<file path="src/rtl/dfr_pkg.sv">
// Package for the DES Feistel round: E, P and S-box tables and the round helpers.
// No dependencies; used by des_feistel_round_top.
`timescale 1ns / 1ps

package dfr_pkg;

  localparam int unsigned BlockW = 64;
  localparam int unsigned HalfW  = 32;
  localparam int unsigned KeyW   = 48;

  typedef logic [5:0] des_pos_t;

  // Expansion table: DES bit positions of the right half, bit 1 is the MSB.
  localparam des_pos_t EXP_TAB [48] = '{
    6'd32, 6'd1,  6'd2,  6'd3,  6'd4,  6'd5,  6'd4,  6'd5,
    6'd6,  6'd7,  6'd8,  6'd9,  6'd8,  6'd9,  6'd10, 6'd11,
    6'd12, 6'd13, 6'd12, 6'd13, 6'd14, 6'd15, 6'd16, 6'd17,
    6'd16, 6'd17, 6'd18, 6'd19, 6'd20, 6'd21, 6'd20, 6'd21,
    6'd22, 6'd23, 6'd24, 6'd25, 6'd24, 6'd25, 6'd26, 6'd27,
    6'd28, 6'd29, 6'd28, 6'd29, 6'd30, 6'd31, 6'd32, 6'd1
  };

  // Permutation applied to the S-box output.
  localparam des_pos_t PERM_TAB [32] = '{
    6'd16, 6'd7,  6'd20, 6'd21, 6'd29, 6'd12, 6'd28, 6'd17,
    6'd1,  6'd15, 6'd23, 6'd26, 6'd5,  6'd18, 6'd31, 6'd10,
    6'd2,  6'd8,  6'd24, 6'd14, 6'd32, 6'd27, 6'd3,  6'd9,
    6'd19, 6'd13, 6'd30, 6'd6,  6'd22, 6'd11, 6'd4,  6'd25
  };

  // The eight standard S-boxes, indexed by box, row and column.
  localparam logic [3:0] SBOX_TAB [8][4][16] = '{
    '{'{4'd14,4'd4,4'd13,4'd1,4'd2,4'd15,4'd11,4'd8,4'd3,4'd10,4'd6,4'd12,4'd5,4'd9,4'd0,4'd7},
      '{4'd0,4'd15,4'd7,4'd4,4'd14,4'd2,4'd13,4'd1,4'd10,4'd6,4'd12,4'd11,4'd9,4'd5,4'd3,4'd8},
      '{4'd4,4'd1,4'd14,4'd8,4'd13,4'd6,4'd2,4'd11,4'd15,4'd12,4'd9,4'd7,4'd3,4'd10,4'd5,4'd0},
      '{4'd15,4'd12,4'd8,4'd2,4'd4,4'd9,4'd1,4'd7,4'd5,4'd11,4'd3,4'd14,4'd10,4'd0,4'd6,4'd13}},
    '{'{4'd15,4'd1,4'd8,4'd14,4'd6,4'd11,4'd3,4'd4,4'd9,4'd7,4'd2,4'd13,4'd12,4'd0,4'd5,4'd10},
      '{4'd3,4'd13,4'd4,4'd7,4'd15,4'd2,4'd8,4'd14,4'd12,4'd0,4'd1,4'd10,4'd6,4'd9,4'd11,4'd5},
      '{4'd0,4'd14,4'd7,4'd11,4'd10,4'd4,4'd13,4'd1,4'd5,4'd8,4'd12,4'd6,4'd9,4'd3,4'd2,4'd15},
      '{4'd13,4'd8,4'd10,4'd1,4'd3,4'd15,4'd4,4'd2,4'd11,4'd6,4'd7,4'd12,4'd0,4'd5,4'd14,4'd9}},
    '{'{4'd10,4'd0,4'd9,4'd14,4'd6,4'd3,4'd15,4'd5,4'd1,4'd13,4'd12,4'd7,4'd11,4'd4,4'd2,4'd8},
      '{4'd13,4'd7,4'd0,4'd9,4'd3,4'd4,4'd6,4'd10,4'd2,4'd8,4'd5,4'd14,4'd12,4'd11,4'd15,4'd1},
      '{4'd13,4'd6,4'd4,4'd9,4'd8,4'd15,4'd3,4'd0,4'd11,4'd1,4'd2,4'd12,4'd5,4'd10,4'd14,4'd7},
      '{4'd1,4'd10,4'd13,4'd0,4'd6,4'd9,4'd8,4'd7,4'd4,4'd15,4'd14,4'd3,4'd11,4'd5,4'd2,4'd12}},
    '{'{4'd7,4'd13,4'd14,4'd3,4'd0,4'd6,4'd9,4'd10,4'd1,4'd2,4'd8,4'd5,4'd11,4'd12,4'd4,4'd15},
      '{4'd13,4'd8,4'd11,4'd5,4'd6,4'd15,4'd0,4'd3,4'd4,4'd7,4'd2,4'd12,4'd1,4'd10,4'd14,4'd9},
      '{4'd10,4'd6,4'd9,4'd0,4'd12,4'd11,4'd7,4'd13,4'd15,4'd1,4'd3,4'd14,4'd5,4'd2,4'd8,4'd4},
      '{4'd3,4'd15,4'd0,4'd6,4'd10,4'd1,4'd13,4'd8,4'd9,4'd4,4'd5,4'd11,4'd12,4'd7,4'd2,4'd14}},
    '{'{4'd2,4'd12,4'd4,4'd1,4'd7,4'd10,4'd11,4'd6,4'd8,4'd5,4'd3,4'd15,4'd13,4'd0,4'd14,4'd9},
      '{4'd14,4'd11,4'd2,4'd12,4'd4,4'd7,4'd13,4'd1,4'd5,4'd0,4'd15,4'd10,4'd3,4'd9,4'd8,4'd6},
      '{4'd4,4'd2,4'd1,4'd11,4'd10,4'd13,4'd7,4'd8,4'd15,4'd9,4'd12,4'd5,4'd6,4'd3,4'd0,4'd14},
      '{4'd11,4'd8,4'd12,4'd7,4'd1,4'd14,4'd2,4'd13,4'd6,4'd15,4'd0,4'd9,4'd10,4'd4,4'd5,4'd3}},
    '{'{4'd12,4'd1,4'd10,4'd15,4'd9,4'd2,4'd6,4'd8,4'd0,4'd13,4'd3,4'd4,4'd14,4'd7,4'd5,4'd11},
      '{4'd10,4'd15,4'd4,4'd2,4'd7,4'd12,4'd9,4'd5,4'd6,4'd1,4'd13,4'd14,4'd0,4'd11,4'd3,4'd8},
      '{4'd9,4'd14,4'd15,4'd5,4'd2,4'd8,4'd12,4'd3,4'd7,4'd0,4'd4,4'd10,4'd1,4'd13,4'd11,4'd6},
      '{4'd4,4'd3,4'd2,4'd12,4'd9,4'd5,4'd15,4'd10,4'd11,4'd14,4'd1,4'd7,4'd6,4'd0,4'd8,4'd13}},
    '{'{4'd4,4'd11,4'd2,4'd14,4'd15,4'd0,4'd8,4'd13,4'd3,4'd12,4'd9,4'd7,4'd5,4'd10,4'd6,4'd1},
      '{4'd13,4'd0,4'd11,4'd7,4'd4,4'd9,4'd1,4'd10,4'd14,4'd3,4'd5,4'd12,4'd2,4'd15,4'd8,4'd6},
      '{4'd1,4'd4,4'd11,4'd13,4'd12,4'd3,4'd7,4'd14,4'd10,4'd15,4'd6,4'd8,4'd0,4'd5,4'd9,4'd2},
      '{4'd6,4'd11,4'd13,4'd8,4'd1,4'd4,4'd10,4'd7,4'd9,4'd5,4'd0,4'd15,4'd14,4'd2,4'd3,4'd12}},
    '{'{4'd13,4'd2,4'd8,4'd4,4'd6,4'd15,4'd11,4'd1,4'd10,4'd9,4'd3,4'd14,4'd5,4'd0,4'd12,4'd7},
      '{4'd1,4'd15,4'd13,4'd8,4'd10,4'd3,4'd7,4'd4,4'd12,4'd5,4'd6,4'd11,4'd0,4'd14,4'd9,4'd2},
      '{4'd7,4'd11,4'd4,4'd1,4'd9,4'd12,4'd14,4'd2,4'd0,4'd6,4'd10,4'd13,4'd15,4'd3,4'd5,4'd8},
      '{4'd2,4'd1,4'd14,4'd7,4'd4,4'd10,4'd8,4'd13,4'd15,4'd12,4'd9,4'd0,4'd3,4'd5,4'd6,4'd11}}
  };

  // Bit n of a 32-bit half in DES numbering, where bit 1 is the MSB.
  function automatic logic half_bit(input logic [HalfW-1:0] v, input des_pos_t n);
    logic [4:0] idx;
    idx = 5'(6'd32 - n);
    return v[idx];
  endfunction

  // Expand the right half to 48 bits.
  function automatic logic [KeyW-1:0] expand_half(input logic [HalfW-1:0] r);
    logic [KeyW-1:0] e;
    e = '0;
    for (int i = 0; i < KeyW; i++) begin
      e[KeyW-1-i] = half_bit(r, EXP_TAB[i]);
    end
    return e;
  endfunction

  // Eight parallel S-box lookups; outer bits pick the row, middle bits the column.
  function automatic logic [HalfW-1:0] substitute(input logic [KeyW-1:0] x);
    logic [HalfW-1:0] s;
    logic [5:0]       six;
    logic [1:0]       row;
    logic [3:0]       col;
    s = '0;
    for (int g = 0; g < 8; g++) begin
      six = x[KeyW-1-6*g -: 6];
      row = {six[5], six[0]};
      col = six[4:1];
      s[HalfW-1-4*g -: 4] = SBOX_TAB[g][row][col];
    end
    return s;
  endfunction

  // P permutation of the substituted half.
  function automatic logic [HalfW-1:0] permute_half(input logic [HalfW-1:0] v);
    logic [HalfW-1:0] p;
    p = '0;
    for (int i = 0; i < HalfW; i++) begin
      p[HalfW-1-i] = half_bit(v, PERM_TAB[i]);
    end
    return p;
  endfunction

endpackage

</file>
<file path="src/rtl/des_feistel_round_top.sv">
// An accepted input beat goes into the input register, then into the result register when
// that register is free, and is offered on the output from there.
// Throughput: one block per cycle when not stalled; the round is wiring, XORs and table
// lookups between the two registers, and the result register frees as its beat is taken.
// Reset clears both valid flags; the data registers are not reset.
// Depends on dfr_pkg for the round tables and helper functions.
`timescale 1ns / 1ps

module des_feistel_round_top (
  input  logic                        clk_i,
  input  logic                        rst_ni,
  input  logic                        in_valid_i,
  output logic                        in_ready_o,
  input  logic [dfr_pkg::BlockW-1:0]  block_in_i,
  input  logic [dfr_pkg::KeyW-1:0]    round_key_i,
  output logic                        out_valid_o,
  input  logic                        out_ready_i,
  output logic [dfr_pkg::BlockW-1:0]  block_out_o
);

  logic                       in_vld_q;
  logic [dfr_pkg::BlockW-1:0] blk_q;
  logic [dfr_pkg::KeyW-1:0]   key_q;
  logic                       res_vld_q;
  logic [dfr_pkg::BlockW-1:0] res_q;
  logic [dfr_pkg::BlockW-1:0] res_d;
  logic [dfr_pkg::HalfW-1:0]  left;
  logic [dfr_pkg::HalfW-1:0]  right;
  logic [dfr_pkg::HalfW-1:0]  f_out;
  logic                       res_free;
  logic                       advance;

  // Handshake: the input stage moves on when the result register is free.
  assign res_free   = !res_vld_q || out_ready_i;
  assign advance    = in_vld_q && res_free;
  assign in_ready_o = !in_vld_q || res_free;

  // Round function on the registered beat.
  assign left  = blk_q[dfr_pkg::BlockW-1:dfr_pkg::HalfW];
  assign right = blk_q[dfr_pkg::HalfW-1:0];
  assign f_out = dfr_pkg::permute_half(
                   dfr_pkg::substitute(dfr_pkg::expand_half(right) ^ key_q));
  assign res_d = {right, f_out ^ left};

  // Valid flags of both stages.
  always_ff @(posedge clk_i or negedge rst_ni) begin
    if (!rst_ni) begin
      in_vld_q  <= 1'b0;
      res_vld_q <= 1'b0;
    end else begin
      if (in_ready_o) begin
        in_vld_q <= in_valid_i;
      end
      if (res_free) begin
        res_vld_q <= in_vld_q;
      end
    end
  end

  // Data registers, loaded on an accepted beat.
  always_ff @(posedge clk_i) begin
    if (in_valid_i && in_ready_o) begin
      blk_q <= block_in_i;
      key_q <= round_key_i;
    end
    if (advance) begin
      res_q <= res_d;
    end
  end

  assign out_valid_o = res_vld_q;
  assign block_out_o = res_q;

endmodule
</file>
<file path="config.mk">
export PLATFORM = sky130hd
export DESIGN_NAME = des_feistel_round_top
export DESIGN_NICKNAME = d
export VERILOG_FILES = /design/src/rtl/dfr_pkg.sv /design/src/rtl/des_feistel_round_top.sv
export SDC_FILE = /design/constraint.sdc
export NUM_CORES = 1
export LEC_CHECK = 0
export ABC_AREA = 0
export BUFFER_PORTS_ARGS = -buffer_cell sky130_fd_sc_hd__buf_2
export CAP_MARGIN = 20
export CELL_PAD_IN_SITES_DETAIL_PLACEMENT = 1
export CELL_PAD_IN_SITES_GLOBAL_PLACEMENT = 2
export CORE_MARGIN = 4
export CORE_UTILIZATION = 38
export CTS_CLUSTER_DIAMETER = 50
export CTS_CLUSTER_SIZE = 20
export DETAILED_ROUTE_END_ITERATION = 16
export PLACE_DENSITY = 0.79
export SLEW_MARGIN = 10
export SYNTH_ARGS = -nofsm -noshare
export SYNTH_HDL_FRONTEND = slang
export SYNTH_SLANG_ARGS = --single-unit
export TNS_END_PERCENT = 10
</file>
<file path="constraint.sdc">
create_clock -name clk_i -period 4.9 [get_ports clk_i]
set_input_delay 0.98 -clock clk_i [delete_from_list [all_inputs] [get_ports clk_i]]
set_output_delay 0.98 -clock clk_i [all_outputs]
set_load 0.01 [all_outputs]
</file>
==> flow_metrics.tcl <==
set metrics [dict create \
    core_area_sq_um 28000 \
    cts_hold_buf 0 \
    clockBufferDepth 2 \
    power_mw 4.77 \
    min_path_type "in -> async" \
    report.final.slew_viol_count 0 \
    fin_util 0.461 \
    cp_max_fo 9 \
    fmaxAchievable_mhz 316 \
    die_w_um 177 \
    finalHoldViolations 0 \
    ys_seq_elements 178 \
    clockPowerShare 0.294 \
    slowest_delay_ps 690 \
    power_frac_comb 0.300 \
    post-route-period-util 0.646 \
    synthTopCellsByCount "edfxtp_1 (176), nand2_1 (71), ha_1 (63)" \
    n_fill_cell 3061 \
    drcViolationCount 0 \
    pwr-share-seq 0.406 \
    period_minus_slack_ps 3160 \
    cts_sinks 178 \
    rsz0062_at_grt "false" \
    diodes 0 \
    dp_hpwl_um 20500 \
    num_vias 8114 \
    cp_num_buf_inv 1 \
    multiInputGateArea_sq_um 5260 \
    port_buffers 181 \
    drt-total-wl_um 28800 \
    grt_use_total 0.184 \
    cts_setup_buffers 0 \
    grt_antenna_before_repair 4 \
    reg2reg_to "block_out_o[27]" \
    row_count 61 \
    cp_top_family "XOR/XNOR gates" \
    peakVddDrop_mv 0.215 \
    swShare 0.328 \
    dieHeight_um 177 \
    reg2reg_slack_ps 1740 \
    grt_pass1_wl_um 45800 \
    required_ps 5090 \
    status "completed" \
    drt-pass1-iter-count 5 \
    cts_resized 0 \
    r2r_start "blk_q[31]" \
    crit_end "block_out_o[27]" \
    worstSetupStartpointType "flip-flop" \
    syn_to_final_growth_pct 18.4 \
    synth_top_area_cell "edfxtp_1" \
    synth_top_area_share 0.485 \
    critPathCaptureType "flip-flop" \
    crit_arrival_ps 3360 \
    cellInternalPower_mw 3.20 \
    synthTopCellsByArea "edfxtp_1 (49%), ha_1 (7.2%), mux4_2 (6.0%)" \
    synth_ff_type "edfxtp_1" \
    grt_max_degree 65 \
    crit_top_cell "xor2_1" \
    seq_area_sq_um 5340 \
    synth_cell_types 56 \
    cts_tree "yes" \
    instances_no_fill 1479 \
    cts_htree_levels 4 \
    numCtsBuffers 17 \
    maxSlewHeadroom 0.267 \
    cp.depth 8 \
    tightest_slew_ps 1100 \
    drt-initial-drc-count 529 \
    seq_area_frac_synth 0.490 \
    leakagePower_nw 4.95 \
    insertion_delay_ps 440 \
    tns_ps 0 \
    slowest_stage "xor2_1" \
    first_global_vias 8475 \
    clk_pin_slew_worst_paths_ps 80 \
    path_class "reg -> reg" \
    crit_start "blk_q[31]" \
    cts_root_buffer "clkbuf_16" \
    postSynthCellCount 904 \
    yosysWarnings 0 \
    cellPowerDensity_nw_per_um2 370 \
    dpl.cell_count 1445 \
    synthArstFlopShare 0.0112 \
    power_switching_mw 1.57 \
    dieArea_sq_um 31400 \
    drive_gt1_frac 0.254 \
    yosysMostFrequentCell "edfxtp_1" \
    via_per_inst 5.49 \
    avgSynthCellArea_sq_um 12.0 \
    fin_skew_ps 11.9 \
    drv_cap 0 \
    start_util 0.389 \
    num-nets-final 1267 \
    reg2reg_depth 8 \
    grt_overflow 0 \
    synth_edf_count 176 \
    io_pins 182 \
    wl_per_cell_um 19.5 \
    antenna_left 0 \
    synth_area_sq_um 10900 \
    setup_viol 0 \
    path_cells "xor2_1 -> inv_1 -> ha_1 -> mux2_2 -> mux4_2 -> nand2_1 -> o21ai_1 -> xor2_1" \
    gp_congestion 0.846 \
    synth_fp_nets 1083 \
]
-- per-stage QoR --
step / worst slack, ps / instance area [sq um] / hold WS [ps]
detailed placement: 1720 / 12300 / 476
global placement: 1770 / 12300 / 451
floorplan: 634 / 10900 / 447
finish: 1740 / 12900 / 315
global route: 1560 / 12900 / 291
CTS: 1700 / 12900 / 288
-- layout by cell type (no fill, tap or decap), types with 20 or more instances in the layout --
| master | Yosys | routed |
|---|---|---|
| edfxtp_1 | 176 | 176 |
| ha_1 | 63 | 63 |
| nand3_1 | 32 | 32 |
| mux4_2 | 29 | 29 |
| o211ai_1 | 36 | 36 |
| inv_1 | 35 | 35 |
| xnor2_1 | 58 | 58 |
| nand2_1 | 71 | 71 |
| a31oi_1 | 20 | 20 |
| buf_2 | 5 | 181 |
| o21ai_0 | 31 | 31 |
| mux2i_1 | 21 | 21 |
| nor2_1 | 50 | 50 |
| a21oi_1 | 28 | 28 |
| xor2_1 | 59 | 58 |
| a211oi_1 | 24 | 24 |
| nor3_1 | 25 | 25 |
| buf_4 | 2 | 26 |
-- routing by layer --
layer | global-route usage | vias to the layer above | part of all wire
met2 | 0.306 | 185 | 0.49
met3 | 0.0392 | 43 | 0.048
met1 | 0.246 | 4042 | 0.45
li1 | - | 3836 | -
met4 | 0.0467 | 8 | 0.017
met5 | 0 | - | 0.0016
-- power groups by stage --
stage / combinational (mW) / sequential [mW] / clock (mW)
finish: 1.43 / 1.93 / 1.40
global route: 1.59 / 1.95 / 1.52
CTS: 1.44 / 1.94 / 1.45
detailed placement: 1.43 / 1.97 / 0
global placement: 1.40 / 1.97 / 0
floorplan: 0.972 / 2.00 / 0
-- kinds of logic after synthesis --
| family | Yosys count | synth area share |
|---|---|---|
| AND/OR/NAND/NOR | 203 | 0.0827 |
| AO/OA/AOI/OAI | 202 | 0.130 |
| flip-flops | 178 | 0.490 |
| XOR/XNOR | 121 | 0.100 |
| buffers and inverters | 78 | 0.0281 |
| adder cells (fa/ha/maj) | 63 | 0.0724 |
| multiplexers | 59 | 0.0968 |
-- registers in the layout, indices dropped and copies added, names as in the netlist --
signal,count
in_vld_q,1
blk_q,64
block_out_o,64
out_valid_o,1
key_q,48
-- layout make-up --
cell class	count	share of cell area
multi-input cells	648	0.408
clock buffers	17	0.0330
clock inverters	15	0.0129
flip-flops and latches	178	0.414
inverters	36	0.0105
well taps	378	0.0367
repair buffers	207	0.0854
-- how the worst min path moves through the flow --
stage	endpoint	depth (start not counted)	from	slack, ps
after global placement	block_out_o[58]	0	blk_q[26]	450
after global routing	out_valid_o	1	rst_ni	290
after floorplan	block_out_o[34]	0	blk_q[2]	450
after CTS	out_valid_o	1	rst_ni	290
final	in_vld_q	1	rst_ni	310
after detailed placement	block_out_o[46]	0	blk_q[14]	480
No activity file was read; power rests on OpenSTA's default activity.
